File: src/design/assert_macros.svh
// Assertion shorthands shared by the lease handle table modules.
// Both expect clk and arst_n in the scope where they are used.
`ifndef ASSERT_MACROS_SVH
`define ASSERT_MACROS_SVH

// The property must hold at every clock edge outside reset.
`define LHT_ASSERT(lbl, prop, msg) \
	lbl: assert property (@(posedge clk) disable iff (!arst_n) prop) else $error(msg);

// The condition must never be true at a clock edge outside reset.
`define LHT_NEVER(lbl, cond, msg) \
	lbl: assert property (@(posedge clk) disable iff (!arst_n) !(cond)) else $error(msg);

`endif

File: src/design/lht_pkg.sv
package lht_pkg;

	localparam int SLOTS     = 64;
	localparam int TIME_BITS = 48;
	localparam int TB1       = TIME_BITS + 1;
	localparam int SLOT_W    = (SLOTS > 1) ? $clog2(SLOTS) : 1;
	localparam int GRP_SIZE  = 8;
	localparam int GRP_N     = (SLOTS + GRP_SIZE - 1) / GRP_SIZE;
	localparam int GRP_IDX_W = (GRP_SIZE > 1) ? $clog2(GRP_SIZE) : 1;
	localparam int HALF      = 16;

	localparam logic [TIME_BITS-1:0] TIME_MAX = '1;

	typedef enum logic [2:0] {
		ACT_ALLOC, ACT_LOOKUP, ACT_FREE, ACT_LOCK,
		ACT_TIMEOUT, ACT_REPORT, ACT_RELEASES, ACT_TICK
	} act_t;

	typedef enum logic [2:0] {
		ST_OK, ST_RANGE, ST_GEN, ST_UNALLOC, ST_FULL
	} status_t;

	typedef enum logic [2:0] {
		BK_IDLE, BK_CHK, BK_GRP, BK_PICK, BK_TRD, BK_TCHK, BK_TEND, BK_EMIT
	} back_state_t;

	typedef struct packed {
		act_t              act;
		logic              oor;
		logic [SLOT_W-1:0] slot;
		logic [HALF-1:0]   gen;
		logic [31:0]       bsize;
		logic [31:0]       lease;
		logic              flag;
		logic [7:0]        extra;
	} cmd_t;

	typedef struct packed {
		logic [TIME_BITS-1:0] expiry;
		logic [HALF-1:0]      gen;
		logic [7:0]           rel;
		logic [31:0]          size;
	} entry_t;

	typedef struct packed {
		status_t     status;
		logic [31:0] handle;
		logic [31:0] size;
		logic        timed_out;
		logic        report;
		logic        last;
	} result_t;

	function automatic logic [31:0] make_handle(logic [HALF-1:0] gen, logic [SLOT_W-1:0] slot);
		logic [HALF-1:0] low;
		low = HALF'(slot) + HALF'(1);
		return {gen, low};
	endfunction

	function automatic logic [TIME_BITS-1:0] expiry_from(logic [TIME_BITS-1:0] now,
		logic [31:0] lease);
		logic [TIME_BITS:0] sum;
		sum = {1'b0, now} + TB1'(lease);
		if (lease == 32'd0) begin
			return '0;
		end
		if (sum[TIME_BITS]) begin
			return TIME_MAX;
		end
		return sum[TIME_BITS-1:0];
	endfunction

endpackage

File: src/design/lht_front.sv
module lht_front (
	input  logic          in_valid,
	output logic          in_ready,
	input  logic [2:0]    action,
	input  logic [31:0]   handle,
	input  logic [31:0]   buffer_size,
	input  logic [31:0]   lease_ms,
	input  logic          flag,
	input  logic [7:0]    extra_releases,
	input  logic          q_full,
	output logic          push,
	output lht_pkg::cmd_t cmd
);

	logic [lht_pkg::HALF-1:0] low;
	logic [lht_pkg::HALF-1:0] idx;

	assign low      = handle[lht_pkg::HALF-1:0];
	assign idx      = low - lht_pkg::HALF'(1);
	assign in_ready = !q_full;
	assign push     = in_valid && in_ready;

	// A slot part of zero, or any slot part past the end of the table, is out of range.
	always_comb begin
		cmd.act   = lht_pkg::act_t'(action);
		cmd.oor   = (low == '0) || ({1'b0, low} > 17'(lht_pkg::SLOTS));
		cmd.slot  = idx[lht_pkg::SLOT_W-1:0];
		cmd.gen   = handle[31:lht_pkg::HALF];
		cmd.bsize = buffer_size;
		cmd.lease = lease_ms;
		cmd.flag  = flag;
		cmd.extra = extra_releases;
	end

endmodule

File: config.mk
export PLATFORM = sky130hd
export DESIGN_NAME = lht_front
export DESIGN_NICKNAME = d
export VERILOG_FILES = /design/src/design/assert_macros.svh /design/src/design/lht_pkg.sv /design/src/design/lht_front.sv
export SDC_FILE = /design/constraint.sdc
export NUM_CORES = 1
export LEC_CHECK = 0
export BUFFER_PORTS_ARGS = -buffer_cell sky130_fd_sc_hd__buf_2
export CELL_PAD_IN_SITES_DETAIL_PLACEMENT = 1
export CELL_PAD_IN_SITES_GLOBAL_PLACEMENT = 1
export CORE_ASPECT_RATIO = 1.75
export CORE_UTILIZATION = 11
export DETAILED_ROUTE_END_ITERATION = 8
export PLACE_DENSITY = 0.92
export SLEW_MARGIN = 20
export SYNTH_ARGS = -nofsm -noshare
export SYNTH_HDL_FRONTEND = slang
export SYNTH_SLANG_ARGS = --single-unit
File: constraint.sdc
create_clock -name vclk -period 1.4
set_clock_uncertainty 0.1 [all_clocks]
set_input_delay 0.14 -clock vclk [all_inputs]
set_output_delay 0.14 -clock vclk [all_outputs]
set_load 0.01 [all_outputs]
==> flow_metrics.env, run 1 <==
export IMPL_globalplace_congestion=0.7672
export IMPL_grt_usage_pct=8.460
export IMPL_required_ns=1.16
export IMPL_powerDensity_nw_per_um2=226.2
export IMPL_drt_iter0_drc=12
export IMPL_cpMaxStageDelayCell="or3_4"
export IMPL_numPortBuffers=27
export IMPL_worstSetupStartpointType="primary input"
export IMPL_firstDrtPassIters=2
export IMPL_seq_cells=0
export IMPL_synth_seq_area_share_pct=0
export IMPL_path_max_fanout=3
export IMPL_yosys_area_share_xor_xnor_pct=4.142
export IMPL_crit_start="handle[2]"
export IMPL_fmax_ghz=0.6724
export IMPL_violations="setup timing"
export IMPL_worstPathCellList="buf_6 > or3_4 > o21ai_2 > or3b_1 > buf_2"
export IMPL_ys_top_cells_by_count="92 x buf_4, 4 x inv_1, 4 x nor3_1"
export IMPL_die_w_um=68.29
export IMPL_dp_worst_setup_slack_ns=-0.1457
export IMPL_diodes=0
export IMPL_synth_cell_types=15
export IMPL_synthAdderAreaFrac_pct=2.959
export IMPL_synthCells=116
export IMPL_netlist_area_leader_share_pct=81.66
export IMPL_die_height_um=118
export IMPL_cts_hold_buf=0
export IMPL_worst_slack_ns=-0.08732
export IMPL_placement_rows=42
export IMPL_grt_start_max_net_pins=4
export IMPL_drive_gt1_share_pct=62.96
export IMPL_grt_antenna_before_repair=0
export IMPL_ant_nets=0
export IMPL_fin_crit_ns=1.487
export IMPL_synth_area_per_cell_um2=7.291
export IMPL_synthSimpleGateAreaFrac_pct=8.876
export IMPL_syn_nets=228
export IMPL_drcViolationCount=0
export IMPL_arrival_ns=1.25
export IMPL_fillers=900
export IMPL_hold_viol=0
export IMPL_min_period_over_period_pct=106.2
export IMPL_initial_utilization_pct=11.26
export IMPL_status="finished with violations"
export IMPL_leakagePower_nw=0.1930
export IMPL_grt_ovfl_total=0
export IMPL_ys_warn_count=0
export IMPL_clkbuf_count=0
export IMPL_synth_top_family_by_area="buffers and inverters"
export IMPL_place_area_um2=422.9
export IMPL_wl_um=3681
export IMPL_synth_area_leaders="buf_4 82%, xor2_1 3.1%, ha_1 3.0%"
export IMPL_whs_ns=0.1800
export IMPL_seq_area_um2=0
export IMPL_finalNetCount=168
export IMPL_synth_compound_area_share_pct=0.5917
export IMPL_max_slew_worst_pin_slew_ns=0.2577
export IMPL_hpwl_um=3405
export IMPL_worst_setup_path_end_kind="output pin"
export IMPL_via_per_inst=3.169
export IMPL_coreArea_um2=7515
export IMPL_multi_input_area_um2=146.4
export IMPL_grt_first_pass_wirelength_um=4340
export IMPL_stdcell_area_um2=435.4
export IMPL_wl_per_cell_um=25.92
export IMPL_fin_tns_setup_ns=-0.08732
export IMPL_ios=211
export IMPL_area_growth_pct=-48.52
export IMPL_worstHoldStart="extra_releases[1]"
export IMPL_synth_top_area_cell="buf_4"
export IMPL_critPathKind="in2out"
export IMPL_hp_class="in2out"
export IMPL_die_area_um2=8058
export IMPL_relSlewSlack_pct=82.69
export IMPL_grt_setup_unrepaired="yes"
export IMPL_synth_mux_area_fraction_pct=0
export IMPL_drv_cap=0
export IMPL_ir_drop_uv=46.19
export IMPL_dr_total_vias=450
export IMPL_drv_slew=0
export IMPL_cpPeakStageDelay_ns=0.39
export IMPL_grt_pass1_vias=532
export IMPL_synth_most_common_cell="buf_4"
export IMPL_setup_violations=1
export IMPL_synth_cell_area_um2=845.8
-- logic make-up (layout without fill, tap and decap cells) --
logic type,count (synthesis),in the layout
AO/OA/AOI/OAI,1,1
XOR/XNOR,4,4
adder cells (fa/ha/maj),2,2
buffers and inverters,96,34
AND/OR/NAND/NOR,13,13
-- worst paths after layout --
check,to,slack [ns],depth (start not counted)
hold / removal,cmd[1],0.18,0
setup / recovery,cmd[95],-0.09,5
-- critical path, delay by kind of cell --
kind	cells	cell delay, ns
and+or+nand+nor	2	0.75
buffers and inverters	2	0.24
AOI/OAI and AO/OA	1	0.12
-- final cells by class --
type / count / area share [%]
Inverter: 4 / 3.448
Multi-Input combinational cell: 20 / 33.62
Tap cell: 88 / 25.29
Timing Repair Buffer: 30 / 37.64
-- report_power, final --
part / leakage, nW / internal, W / switching [W]
Clock: 0 / 0 / 0
Sequential: 0 / 0 / 0
Combinational: 0.193 / 0.0000501 / 0.0000483
-- layout by cell type (no fill, tap or decap), drive strengths merged --
cell and instances:
xnor2 1, nor4 1, nor2b 1, xor2 3, nor2 2, nand2 1, or3b 1, inv 4
nor3 4, nand3 1, buf 30, o21ai 1, ha 2, or3 1, nand2b 1
-- repair_timing --
item / 4_1_cts / 5_1_grt
pin swaps: 2 / 0
endpoints found under the hold margin: 0 / 0
resized for setup: 2 / 2
endpoints found under the setup margin: 2 / 2
buffers inserted: 0 / 0
gates cloned: 0 / 0
-- per-layer routing --
| metal | routed length [um] | share of wire [%] | GRT usage (%) |
|---|---|---|---|
| met1 | 223 | 6.1 | 1.643 |
| met2 | 1604 | 44 | 13.79 |
| met3 | 1049 | 28 | 7.461 |
| met4 | 804 | 22 | 15.10 |
| met5 | 0 | 0 | 0 |
-- stage by stage --
stage	total power (W)	utilization, %	cells
finish	0.00009847	5.794	142
global route	0.0001088	5.794	142
CTS	0.0001003	5.761	142
detailed placement	0.00009710	5.628	142
global placement	0.00009522	5.628	142
floorplan	0.0003035	-	116
Note: power is estimated with default switching activity, not from simulation.
==> inputs of run 2 (changes only) <==
--- a/config.mk
+++ b/config.mk
@@ -5,13 +5,14 @@
 export SDC_FILE = /design/constraint.sdc
 export NUM_CORES = 1
 export LEC_CHECK = 0
+export ABC_AREA = 1
 export BUFFER_PORTS_ARGS = -buffer_cell sky130_fd_sc_hd__buf_2
 export CELL_PAD_IN_SITES_DETAIL_PLACEMENT = 1
 export CELL_PAD_IN_SITES_GLOBAL_PLACEMENT = 1
 export CORE_ASPECT_RATIO = 1.75
-export CORE_UTILIZATION = 11
+export CORE_UTILIZATION = 12
 export DETAILED_ROUTE_END_ITERATION = 8
-export PLACE_DENSITY = 0.92
+export PLACE_DENSITY = 0.95
 export SLEW_MARGIN = 20
 export SYNTH_ARGS = -nofsm -noshare
 export SYNTH_HDL_FRONTEND = slang
==> flow_metrics.env, run 2 <==
export IMPL_stdcell_area_um2=449.2
export IMPL_fin_util_pct=6.210
export IMPL_hold_viol=0
export IMPL_fmax_ghz=0.8437
export IMPL_via_per_inst=3.199
export IMPL_ant_nets=0
export IMPL_worst_setup_path_end_kind="output pin"
export IMPL_grt_start_max_net_pins=6
export IMPL_hpwl_um=2970
export IMPL_status="finished, final reports clean"
export IMPL_syn_nets=247
export IMPL_drt_iter0_drc=1
export IMPL_final_common_cell="buf_2"
export IMPL_post_cts_resize_count=0
export IMPL_post_cts_buffers=0
export IMPL_die_area_um2=7839
export IMPL_dp_worst_setup_slack_ns=0.1333
export IMPL_area_growth_pct=-49.93
export IMPL_cpMaxStageDelayCell="xnor2_1"
export IMPL_dr_total_vias=499
export IMPL_drcViolationCount=0
export IMPL_seq_area_um2=0
export IMPL_relSlewSlack_pct=80.13
export IMPL_arrival_ns=0.95
export IMPL_clkbuf_count=0
export IMPL_fin_crit_ns=1.185
export IMPL_drv_cap=0
export IMPL_grt_antenna_before_repair=1
export IMPL_hp_class="in2out"
export IMPL_crit_top_cell="buf_2"
export IMPL_cpPeakStageDelay_ns=0.27
export IMPL_grt_first_pass_wirelength_um=3705
export IMPL_diodes=0
export IMPL_firstDrtPassIters=2
export IMPL_drv_slew=0
export IMPL_synth_cell_types=10
export IMPL_placement_rows=41
export IMPL_synth_area_leaders="buf_4 77%, inv_1 5.9%, nand2_1 4.6%"
export IMPL_ir_drop_uv=23.10
export IMPL_grt_ovfl_total=0
export IMPL_worstSetupStartpointType="primary input"
export IMPL_critPathKind="in2out"
export IMPL_path_max_fanout=3
export IMPL_synth_top_area_cell="buf_4"
export IMPL_grt_pass1_vias=554
export IMPL_worst_path_dominant_cell_family="buffers and inverters"
export IMPL_required_ns=1.16
export IMPL_seq_cells=0
export IMPL_max_slew_worst_pin_slew_ns=0.2960
export IMPL_worst_slack_ns=0.2147
export IMPL_holdPathStages=0
export IMPL_coreArea_um2=7233
export IMPL_dp_cells=156
export IMPL_leakagePower_nw=0.2432
export IMPL_crit_cells=5
export IMPL_wl_um=3222
export IMPL_setup_violations=0
export IMPL_fin_tns_setup_ns=0
export IMPL_ys_warn_count=0
export IMPL_globalplace_congestion=0.5715
export IMPL_initial_utilization_pct=12.40
export IMPL_numPortBuffers=27
export IMPL_die_w_um=67.36
export IMPL_worstPathCellList="buf_2 > nor2_1 > nand2_1 > xnor2_1 > buf_2"
export IMPL_grt_setup_unrepaired="no"
export IMPL_die_height_um=116.4
export IMPL_drive_gt1_share_pct=40.00
export IMPL_finalNetCount=184
export IMPL_instances_no_fill=156
export IMPL_synth_area_per_cell_um2=6.645
export IMPL_cts_hold_buf=0
export IMPL_netlist_area_leader_share_pct=76.99
export IMPL_ys_top_cells_by_count="92 x buf_4, 14 x inv_1, 11 x nand2_1"
export IMPL_critPathBufInv=2
export IMPL_synthCells=135
export IMPL_synth_seq_area_share_pct=0
export IMPL_grt_usage_pct=7.237
export IMPL_min_period_over_period_pct=84.66
export IMPL_synth_most_common_cell="buf_4"
export IMPL_synth_cell_area_um2=897.1
export IMPL_ios=211
export IMPL_powerDensity_nw_per_um2=213.1
export IMPL_layout_common_cells="27 x buf_2, 14 x inv_1, 11 x nand2_1"
export IMPL_place_area_um2=449.2
export IMPL_wl_per_cell_um=20.65
-- run 2: kinds of logic after synthesis --
family	after synthesis	share of synthesized area, %
xor gates and xnor gates	4	3.906
buffers and inverters	106	82.84
AOI/OAI and AO/OA	1	0.8371
and+or+nand+nor	22	9.623
adders and majority gates	2	2.789
-- run 2: per-stage QoR --
step | power, W | hold slack (ns)
4_1_cts | 0.00009950 | 0.1801
3_3_place_gp | 0.00009573 | 0.1801
3_5_place_dp | 0.00009916 | 0.1801
2_1_floorplan | 0.0003129 | 0.2235
5_1_grt | 0.0001118 | 0.1800
6_report | 0.00009572 | 0.1800
-- run 2: final timing paths --
path,from,to,slack (ns)
setup / recovery,handle[2],cmd[92],0.21
hold / removal,lease_ms[15],cmd[24],0.18
-- run 2: per-layer routing --
layer | up-vias | global-route usage, % | routed length (um)
met3 | 78 | 2.344 | 587
met2 | 78 | 15.07 | 1671
met4 | 2 | 13.76 | 640
met5 | - | 0 | 13
li1 | 174 | - | -
met1 | 167 | 1.227 | 308
-- run 2: area by class of cell --
class                      instances  area, um2
fill                             889       6784
inverter                          14      52.55
multi-input combinational         29      153.9
tap                               86      107.6
timing repair buffer              27      135.1
-- run 2: where the power goes --
part,internal (W),total (W),leakage (nW),switching (W)
clock,0,0,0,0
sequential,0,0,0,0
combinational,0.0000450,0.0000957,0.243,0.0000507
total,0.0000450,0.0000957,0.243,0.0000507
