## src/design/assert_macros.svh

```systemverilog
// Assertion shorthands shared by the lease handle table modules.
// Both expect clk and arst_n in the scope where they are used.
`ifndef ASSERT_MACROS_SVH
`define ASSERT_MACROS_SVH

// The property must hold at every clock edge outside reset.
`define LHT_ASSERT(lbl, prop, msg) \
	lbl: assert property (@(posedge clk) disable iff (!arst_n) prop) else $error(msg);

// The condition must never be true at a clock edge outside reset.
`define LHT_NEVER(lbl, cond, msg) \
	lbl: assert property (@(posedge clk) disable iff (!arst_n) !(cond)) else $error(msg);

`endif

```

## src/design/lht_pkg.sv

```systemverilog
package lht_pkg;

	localparam int SLOTS     = 64;
	localparam int TIME_BITS = 48;
	localparam int TB1       = TIME_BITS + 1;
	localparam int SLOT_W    = (SLOTS > 1) ? $clog2(SLOTS) : 1;
	localparam int GRP_SIZE  = 8;
	localparam int GRP_N     = (SLOTS + GRP_SIZE - 1) / GRP_SIZE;
	localparam int GRP_IDX_W = (GRP_SIZE > 1) ? $clog2(GRP_SIZE) : 1;
	localparam int HALF      = 16;

	localparam logic [TIME_BITS-1:0] TIME_MAX = '1;

	typedef enum logic [2:0] {
		ACT_ALLOC, ACT_LOOKUP, ACT_FREE, ACT_LOCK,
		ACT_TIMEOUT, ACT_REPORT, ACT_RELEASES, ACT_TICK
	} act_t;

	typedef enum logic [2:0] {
		ST_OK, ST_RANGE, ST_GEN, ST_UNALLOC, ST_FULL
	} status_t;

	typedef enum logic [2:0] {
		BK_IDLE, BK_CHK, BK_GRP, BK_PICK, BK_TRD, BK_TCHK, BK_TEND, BK_EMIT
	} back_state_t;

	typedef struct packed {
		act_t              act;
		logic              oor;
		logic [SLOT_W-1:0] slot;
		logic [HALF-1:0]   gen;
		logic [31:0]       bsize;
		logic [31:0]       lease;
		logic              flag;
		logic [7:0]        extra;
	} cmd_t;

	typedef struct packed {
		logic [TIME_BITS-1:0] expiry;
		logic [HALF-1:0]      gen;
		logic [7:0]           rel;
		logic [31:0]          size;
	} entry_t;

	typedef struct packed {
		status_t     status;
		logic [31:0] handle;
		logic [31:0] size;
		logic        timed_out;
		logic        report;
		logic        last;
	} result_t;

	function automatic logic [31:0] make_handle(logic [HALF-1:0] gen, logic [SLOT_W-1:0] slot);
		logic [HALF-1:0] low;
		low = HALF'(slot) + HALF'(1);
		return {gen, low};
	endfunction

	function automatic logic [TIME_BITS-1:0] expiry_from(logic [TIME_BITS-1:0] now,
		logic [31:0] lease);
		logic [TIME_BITS:0] sum;
		sum = {1'b0, now} + TB1'(lease);
		if (lease == 32'd0) begin
			return '0;
		end
		if (sum[TIME_BITS]) begin
			return TIME_MAX;
		end
		return sum[TIME_BITS-1:0];
	endfunction

endpackage

```

## src/design/lht_queue.sv

```systemverilog
`include "assert_macros.svh"

module lht_queue (
	input  logic          clk,
	input  logic          arst_n,
	input  logic          push,
	input  lht_pkg::cmd_t din,
	input  logic          pop,
	output logic          valid,
	output logic          full,
	output lht_pkg::cmd_t dout
);

	lht_pkg::cmd_t mem_q [2];
	logic          wp_q;
	logic          rp_q;
	logic [1:0]    cnt_q;

	assign valid = (cnt_q != 2'd0);
	assign full  = (cnt_q == 2'd2);
	assign dout  = mem_q[rp_q];

	always_ff @(posedge clk) begin
		if (push) begin
			mem_q[wp_q] <= din;
		end
	end

	always_ff @(posedge clk or negedge arst_n) begin
		if (!arst_n) begin
			wp_q  <= 1'b0;
			rp_q  <= 1'b0;
			cnt_q <= 2'd0;
		end else begin
			if (push) begin
				wp_q <= !wp_q;
			end
			if (pop) begin
				rp_q <= !rp_q;
			end
			cnt_q <= cnt_q + 2'(push) - 2'(pop);
		end
	end

	`LHT_NEVER(a_pop_empty, pop && (cnt_q == 2'd0), "queue popped while empty")
	`LHT_NEVER(a_cnt_range, cnt_q == 2'd3, "queue count beyond depth")
	`LHT_ASSERT(a_ptr_gap, (cnt_q == 2'd1) |-> (wp_q != rp_q), "queue pointers out of step")

endmodule

```

## config.mk

```make
export PLATFORM = sky130hd
export DESIGN_NAME = lht_queue
export DESIGN_NICKNAME = d
export VERILOG_FILES = /design/src/design/lht_pkg.sv /design/src/design/lht_queue.sv
export VERILOG_INCLUDE_DIRS = /design/src /design/src/design
export SDC_FILE = /design/constraint.sdc
export NUM_CORES = 1
export LEC_CHECK = 0
export BUFFER_PORTS_ARGS = -buffer_cell sky130_fd_sc_hd__buf_2
export CAP_MARGIN = 20
export CORE_UTILIZATION = 57
export DETAILED_ROUTE_END_ITERATION = 10
export GPL_ROUTABILITY_DRIVEN = 0
export GPL_TIMING_DRIVEN = 1
export PLACE_DENSITY = 0.86
export SLEW_MARGIN = 10
export SYNTH_ARGS = -nofsm -noshare
export SYNTH_HDL_FRONTEND = slang
export SYNTH_SLANG_ARGS = --single-unit
```

## constraint.sdc

```tcl
create_clock -name clk -period 15.45 [get_ports clk]
set_clock_uncertainty 0.05 [all_clocks]
set_input_delay 1.545 -clock clk [delete_from_list [all_inputs] [get_ports clk]]
set_output_delay 1.545 -clock clk [all_outputs]
set_load 0.02 [all_outputs]
```

==> results of run 1 <==
-- flip-flops by register name, indices dropped and copies added, names as in the netlist --
name,cells
cnt_q,2
mem_q,198
wp_q,1
rp_q,1
-- layout make-up --
class	count	area share, %
diodes	1	0.02613
clock buffers	23	5.566
clock inverters	12	1.346
inverters	2	0.07840
multi-input cells	108	16.58
flip-flops and latches	202	63.18
well taps	176	2.300
repair buffers	207	10.92
-- synth_stat cells, drive strengths merged --
cell type and number:
and2 1, buf 11, dfrtp 4, edfxtp 198, ha 2, inv 2, mux2 99, nor2b 2
or2 1, xor2 2, xor3 1
-- stage by stage --
stage	worst slack, ns	cells	utilization [%]
floorplan	8.976	323	-
finish	10.84	731	71.74
global placement	11.36	695	66.76
CTS	10.82	730	71.72
global route	10.74	730	71.72
detailed placement	11.34	695	66.76
-- power by group through the flow --
stage                     Clock (W)  Sequential, W  Combinational (W)
final                      0.000480       0.000792           0.000611
after global routing       0.000510       0.000803           0.000643
after CTS                  0.000491       0.000795           0.000620
after detailed placement          0       0.000806           0.000617
after global placement            0       0.000797           0.000608
after floorplan                   0       0.000772           0.000531
-- metal layers --
metal	up-vias	GRT usage, %	share of wire, %
li1	1719	-	-
met1	1831	21.39	38
met2	135	32.59	52
met3	27	4.598	6.9
met4	0	5.703	2.6
met5	-	0	0
-- critical path: stages, from the launching register on --
cell and delay (ns):
dfrtp_4 1.03, buf_4 0.83, mux2_4 0.36, buf_2 0.16
-- worst paths after layout --
path	slack, ns	cells past startpoint	endpoint	startpoint
min in group asynchronous	0.82	1	wp_q	arst_n
min reg2reg	0.49	1	wp_q	wp_q
max in group asynchronous	14.39	1	rp_q	arst_n
min	0.49	1	wp_q	wp_q
max reg2reg	13.09	2	rp_q	rp_q
max	10.84	3	dout[52]	rp_q
-- logic make-up after synthesis --
logic type	count (synthesis)
buf+inv	13
flops	202
mux	99
xor+xnor	3
simple gates	4
fa+ha+maj	2
==> run summary, run 1 <==
outcome: finished, final reports clean
Vias: 3712
fin crit share: 29.83%
Site Rows: 42
global-route wire length before repair: 19880 um
DP HPWL: 8638 um
filler cell count: 830
Avg Synthesized Cell Area: 24.28 um2
GR Overflow Total: 0
CTS buffer count: 20
commonest cells after routing, fill and taps aside: 203 x buf_2, 198 x edfxtp_1, 99 x mux2_4, 21 x clkbuf_16, 5 x clkinv_1
share of post-route cells with drive strength above 1: 61.01%
most common cell after layout, fill and taps aside: buf_2
xor/xnor cell area share of the yosys netlist: 0.5265%
setup TNS: 0 ns
starting density of the core: 58.76%
worst min path class: reg2reg
number of remaining DRC errors: 0
Switch Pwr: 0.0005705 W
largest family of logic cells by synthesized area: multiplexers
Comb power frac: 32.5%
vias per cell: 5.078
simple-gate area share of the yosys netlist: 0.3191%
endpoints failing setup: 0
TritonRoute pass-1 iters: 4
Hold-fix buffers, CTS: 0
die area: 0.01423 mm2
Post CTS Setup Buffer Count: 0
Initial DRC Count: 262
Nets: 646
area growth from synthesis to layout: 22.10%
Post-Synth Adder-Cell Area: 0.3191%
clk_lat worst skew: 0.47 ns
wire length per cell: 17.94 um
Die W: 119.3 um
Synth area leader: edfxtp_1
Max-Cap Viols: 0
LEAKAGE: 3.929 nW
CP Capture Type: output port
Final Critical Period: 4.609 ns
total clock sinks: 202
Worst slew margin: 35.31%
CTS HTree Levels: 1
clk slew on worst S/H paths: 0.06 ns
routed wire length: 13120 um
Crit Path Category: reg2out
Worst Tran Pin Value: 0.9703 ns
peak supply drop: 0.1717 mV
Clock Path Buffers: 3
maximum clock rate: 217.0 MHz
num ports: 204
placed cell areas: 0.008911 mm2
switching share of total power: 30.29%
crit-path max FO: 51
top post-synthesis cells by area: edfxtp_1 76%, mux2_4 19%, buf_12 2.6%
cts repair resizes: 0
final hold viol count: 0
Antenna Nets Post-Route: 0
core footprint: 0.01335 mm2
pwr/cell area: 196.7 mW/mm2
hold slack: 0.4934 ns
Net Count, Synth: 428
Clock Tree Root: clkbuf_16
mux share of post-synthesis cell area: 18.95%
vias in the first global route: 3932
Worst EP required: 13.86 ns
count of cell types in the netlist: 12
#FFs+latches synth: 202
Die Y: 119.3 um
storage element area: 0.006050 mm2
total power: 0.001883 W
Post-Syn Area: 0.007843 mm2
YS warnings: 0
CTS tree: done
All-Layer GR Usage: 18.17%
Gate Count Post-Synth: 323
largest net degree at the start of global routing: 53
IO buf count: 203
Worst setup SP type: flop
Multi-input gate area: 0.001588 mm2
antenna violations before repair: 1
Internal Pwr Total: 0.001313 W
area fraction in compound gates after synthesis: 0%
Clk pwr share: 25.5%
RSZ-0062 raised after global routing: false
Yosys top cell area share: 75.81%
Slew Viols, Final: 0
crit path DAT: 3.01 ns
design area: 0.009575 mm2
sequential share of power: 42.1%
register area share after synthesis: 77.09%
Note: power is estimated with default switching activity, not from simulation.
==> run 2, diff against run 1 <==
ABC_AREA = 1   (was not set)
CORE_UTILIZATION = 47   (was 57)
PLACE_DENSITY = 0.76   (was 0.86)
clock period = 3.7 ns   (was 15.45 ns; I/O delays follow)
==> run summary, run 2 <==
Worst slew margin: 44.06%
Top Registers: mem_q x198, cnt_q x2
fin crit share: 74.09%
diode count: 0
Post-Layout Cell Count: 984
core footprint: 0.01600 mm2
number of cells after detailed placement: 944
vias in the first global route: 4318
clk slew on worst S/H paths: 0.06 ns
EDFF count, synth: 198
crit path DAT: 2.32 ns
vias per cell: 4.676
Site Rows: 46
Comb power frac: 31.5%
commonest cells after routing, fill and taps aside: 203 x buf_2, 198 x edfxtp_1, 106 x nand2_1, 105 x inv_1, 63 x o21ai_0
Max-Cap Viols: 0
largest net degree at the start of global routing: 100
Initial DRC Count: 218
number of remaining DRC errors: 0
total clock sinks: 202
#FFs+latches synth: 202
Die W: 130.4 um
antenna violations before repair: 0
Hold Crit Depth: 1
global-route wire length before repair: 20090 um
RSZ-0062 raised after global routing: false
All-Layer GR Usage: 15.41%
M1 GR Usage: 17.15%
Vias: 4601
Final Critical Period: 2.741 ns
starting density of the core: 48.43%
clk_lat worst skew: 0.48 ns
top post-synthesis cells by area: edfxtp_1 77%, inv_1 5.1%, nand2_1 5.1%
maximum clock rate: 364.8 MHz
Largest register FFs: 198
Nets: 859
Post-Syn Area: 0.007749 mm2
pwr/cell area: 809.4 mW/mm2
Clk pwr share: 26.1%
area growth from synthesis to layout: 23.17%
setup TNS: 0 ns
asr flop ratio synth: 1.980%
endpoints failing setup: 0
switching share of total power: 35.57%
synth cell count leaders: 198 x edfxtp_1, 106 x inv_1, 106 x nand2_1
Net Count, Synth: 647
Final Worst Setup Slack: 0.9586 ns
die area: 0.01700 mm2
share of post-route cells with drive strength above 1: 33.98%
Yosys top cell area share: 76.73%
most common cell after layout, fill and taps aside: buf_2
worst min path class: in2reg
sequential share of power: 42.3%
Clock Tree Root: clkbuf_16
CTS HTree Levels: 1
filler cell count: 1282
YS warnings: 0
final hold viol count: 0
TritonRoute pass-1 iters: 4
pre-CTS worst setup slack: 1.499 ns
GR met3 Demand/Resource: 5.171%
num ports: 204
peak supply drop: 0.4676 mV
routed wire length: 13690 um
Synth area leader: edfxtp_1
register area share after synthesis: 78.02%
Worst Tran Pin Value: 0.8390 ns
Top Usage Layer GRT: met2
Switch Pwr: 0.002748 W
worst reg2reg path depth: 3
Worst setup SP type: flop
count of cell types in the netlist: 17
Crit Path Category: reg2out
wire length per cell: 13.92 um
crit-path max FO: 81
Clock Path Buffers: 3
Biggest register: mem_q
CP Capture Type: output port
CTS buffer count: 22
Worst EP required: 3.28 ns
CTS tree: done
outcome: finished, final reports clean
Die Y: 130.4 um
LEAKAGE: 4.082 nW
Antenna Nets Post-Route: 0
dominant synthesized flop cell: edfxtp_1
Avg Synthesized Cell Area: 14.30 um2
DP HPWL: 8809 um
count leader, synth: edfxtp_1
IO buf count: 203
Internal Pwr Total: 0.004977 W
Gate Count Post-Synth: 542
GR Overflow Total: 0
Slew Viols, Final: 0
cts repair resizes: 0
M2 GR Usage: 28.16%
## run 2: changes by cell type after synthesis, moves of 2 or more
cell,delta
o21ai_0,+63
inv_1,+104
nor2_1,+2
clkbuf_1,+7
o21ai_1,+17
nand2_1,+106
o21ai_2,+19
mux2_4,-99
nor2b_1,-2
## run 2: final timing paths
| path | startpoint | end | slack, ns |
|---|---|---|---|
| max | rp_q | dout[69] | 0.96 |
| min | din[19] | mem_q[0][19] | 0.02 |
| max reg2reg | wp_q | mem_q[1][6] | 1.86 |
| min reg2reg | cnt_q[1] | cnt_q[1] | 0.52 |
| max in group asynchronous | arst_n | rp_q | 3.27 |
| min in group asynchronous | arst_n | wp_q | 0.19 |
## run 2: power by group through the flow
stage / Sequential [W] / Combinational (W) / Clock (W)
after global routing: 0.00333 / 0.00269 / 0.00216
final: 0.00327 / 0.00244 / 0.00202
after floorplan: 0.00320 / 0.00197 / 0
after CTS: 0.00328 / 0.00248 / 0.00207
after global placement: 0.00330 / 0.00244 / 0
after detailed placement: 0.00332 / 0.00247 / 0
## run 2: layout make-up
class	count	area [um2]	area share, %
repair buffers	210	1111	11.64
well taps	216	270.3	2.832
flip-flops and latches	202	6050	63.38
multi-input cells	212	1027	10.76
clock buffers	25	583.1	6.109
clock inverters	13	102.6	1.075
inverters	106	400.4	4.195
## run 2: cells by family after synthesis
group	count (synthesis)	share of synthesized area (%)
DFF	202	78.02
buffers and inverters	128	8.816
and+or+nand+nor	109	5.296
AOI/OAI and AO/OA	99	7.315
xor gates and xnor gates	2	0.2261
adders and majority gates	2	0.3229
## run 2: worst max-delay path: stages (launching register included)
cell and delay (ns):
dfrtp_4 0.94, buf_12 0.34, nand2_1 0.08, o21ai_0 0.13, buf_2 0.23
## run 2: repair_timing
action | CTS | global route
endpoints found under the hold margin | 5 | 0
setup buffers | 0 | 0
hold buffers | 2 | 0
## run 2: per-stage QoR
stage / cell area [um2] / utilization, % / total power (W) / hold slack, ns
floorplan: 7751 / - / 0.005169 / 0.02441
global placement: 8838 / 55.24 / 0.005740 / 0.1323
detailed placement: 8838 / 55.24 / 0.005793 / 0.1339
CTS: 9544 / 59.65 / 0.007832 / 0.0007225
global route: 9544 / 59.65 / 0.008171 / 0.001614
finish: 9544 / 59.65 / 0.007725 / 0.02229
## run 2: layer usage
metal	vias to the layer above	wire (um)
li1	2250	-
met1	2172	5246
met2	160	7040
met3	19	1213
met4	0	193
met5	-	0
==> run 3, diff against run 2 <==
clock period = 2.29 ns   (was 3.7 ns; I/O delays follow)
==> run summary, run 3 (synthesis gave the netlist of run 2 again) <==
num ports: 204
fin crit share: 95.18%
die area: 0.01700 mm2
Post CTS Setup Buffer Count: 0
global-route wire length before repair: 24140 um
critical path, cell by cell: buf_12 -> o21ai_0 -> buf_2
starting density of the core: 48.43%
Worst Tran Pin Value: 0.5115 ns
commonest cells after routing, fill and taps aside: 203 x buf_2, 198 x edfxtp_1, 105 x inv_1, 105 x nand2_1, 102 x dlygate4sd3_1
endpoints failing setup: 0
GR Overflow Total: 0
Clock Tree Root: clkbuf_16
Die Y: 130.4 um
Antenna Nets Post-Route: 0
Post-Layout Cell Count: 1083
CTS tree: done
Max-Cap Viols: 0
diode count: 0
Clock Path Buffers: 3
Site Rows: 46
RSZ-0062 raised after global routing: false
LEAKAGE: 4.493 nW
peak supply drop: 0.6675 mV
number of cells after detailed placement: 946
Biggest register: mem_q
Worst slew margin: 65.82%
Nets: 960
outcome: finished, final reports clean
maximum clock rate: 458.8 MHz
largest net degree at the start of global routing: 121
worst min path class: in2async
CP Capture Type: output port
Crit Path Category: reg2out
Final Critical Period: 2.180 ns
cts repair resizes: 0
Hold-fix buffers, CTS: 102
crit-path max FO: 120
most common cell after layout, fill and taps aside: buf_2
IO buf count: 203
All-Layer GR Usage: 18.54%
placed cell areas: 0.008895 mm2
routed wire length: 16380 um
Vias: 5037
number of remaining DRC errors: 0
design area: 0.01054 mm2
final hold viol count: 0
vias in the first global route: 5139
total clock sinks: 202
hold slack: 0.03310 ns
core footprint: 0.01600 mm2
Top Registers: mem_q x198, cnt_q x2
Largest stage delay, worst path: 0.50 ns
CP max-delay cell: dfrtp_4
area growth from synthesis to layout: 35.99%
Die W: 130.4 um
setup TNS: 0 ns
TritonRoute pass-1 iters: 5
Worst setup SP type: flop
share of post-route cells with drive strength above 1: 30.10%
Largest register FFs: 198
DP HPWL: 9069 um
crit path DAT: 1.90 ns
wire length per cell: 15.12 um
Worst EP required: 2.01 ns
pwr/cell area: 1200 mW/mm2
Initial DRC Count: 269
filler cell count: 1177
Slew Viols, Final: 0
clk_lat worst skew: 0.47 ns
antenna violations before repair: 0
CTS buffer count: 21
vias per cell: 4.651
CTS HTree Levels: 1
clk slew on worst S/H paths: 0.07 ns
-- run 3: changes by cell type in the layout (fill, tap and decap cells not counted), sizes merged --
| cell | change |
|---|---|
| buf | +2 |
| clkinvlp | -1 |
| clkinv | -2 |
| dlygate4sd3 | +100 |
-- run 3: critical path: cells and delay by family, from the launching register on --
family                 cells  cell delay [ns]
AOI/OAI and AO/OA          1             0.40
buffers and inverters      2             0.49
DFF                        1             0.50
-- run 3: worst paths after layout --
check,from,to,slack (ns),cells past startpoint
setup / recovery,rp_q,dout[75],0.11,3
hold / removal,arst_n,cnt_q[1],0.03,2
hold reg to reg,wp_q,wp_q,0.53,1
max in group asynchronous,arst_n,rp_q,2.00,2
min in group clk,din[1],mem_q[0][1],0.43,2
setup reg to reg,wp_q,mem_q[0][48],0.74,2
-- run 3: per-layer routing --
metal | track usage [%] | part of all wire [%]
met1 | 19.98 | 38
met2 | 36.11 | 54
met3 | 3.909 | 5.8
met4 | 5.680 | 2.0
met5 | 0 | 0
-- run 3: where the power goes --
| part | switching [W] | total, W | internal [W] |
|---|---|---|---|
| registers | 0.000185 | 0.00509 | 0.00491 |
| logic | 0.00308 | 0.00444 | 0.00136 |
| clock network | 0.00132 | 0.00312 | 0.00180 |
-- run 3: per-stage QoR --
step                      util [%]  worst slack (ns)  power (W)
after CTS                    65.86            0.1620    0.01269
final                        65.86            0.1103    0.01265
after global routing         65.86           0.05240    0.01331
after floorplan                  -          -0.09571   0.008333
after detailed placement     55.59            0.6699   0.009436
after global placement       55.59            0.6812   0.009335
-- run 3: area by class of cell --
type	count	area [um2]	share of cell area, %
clock buffers	25	540.5	5.129
flip-flops and latches	202	6050	57.41
clock inverters	10	81.33	0.7718
multi-input cells	212	1030	9.772
well taps	216	270.3	2.565
repair buffers	312	2165	20.54
inverters	106	401.6	3.811
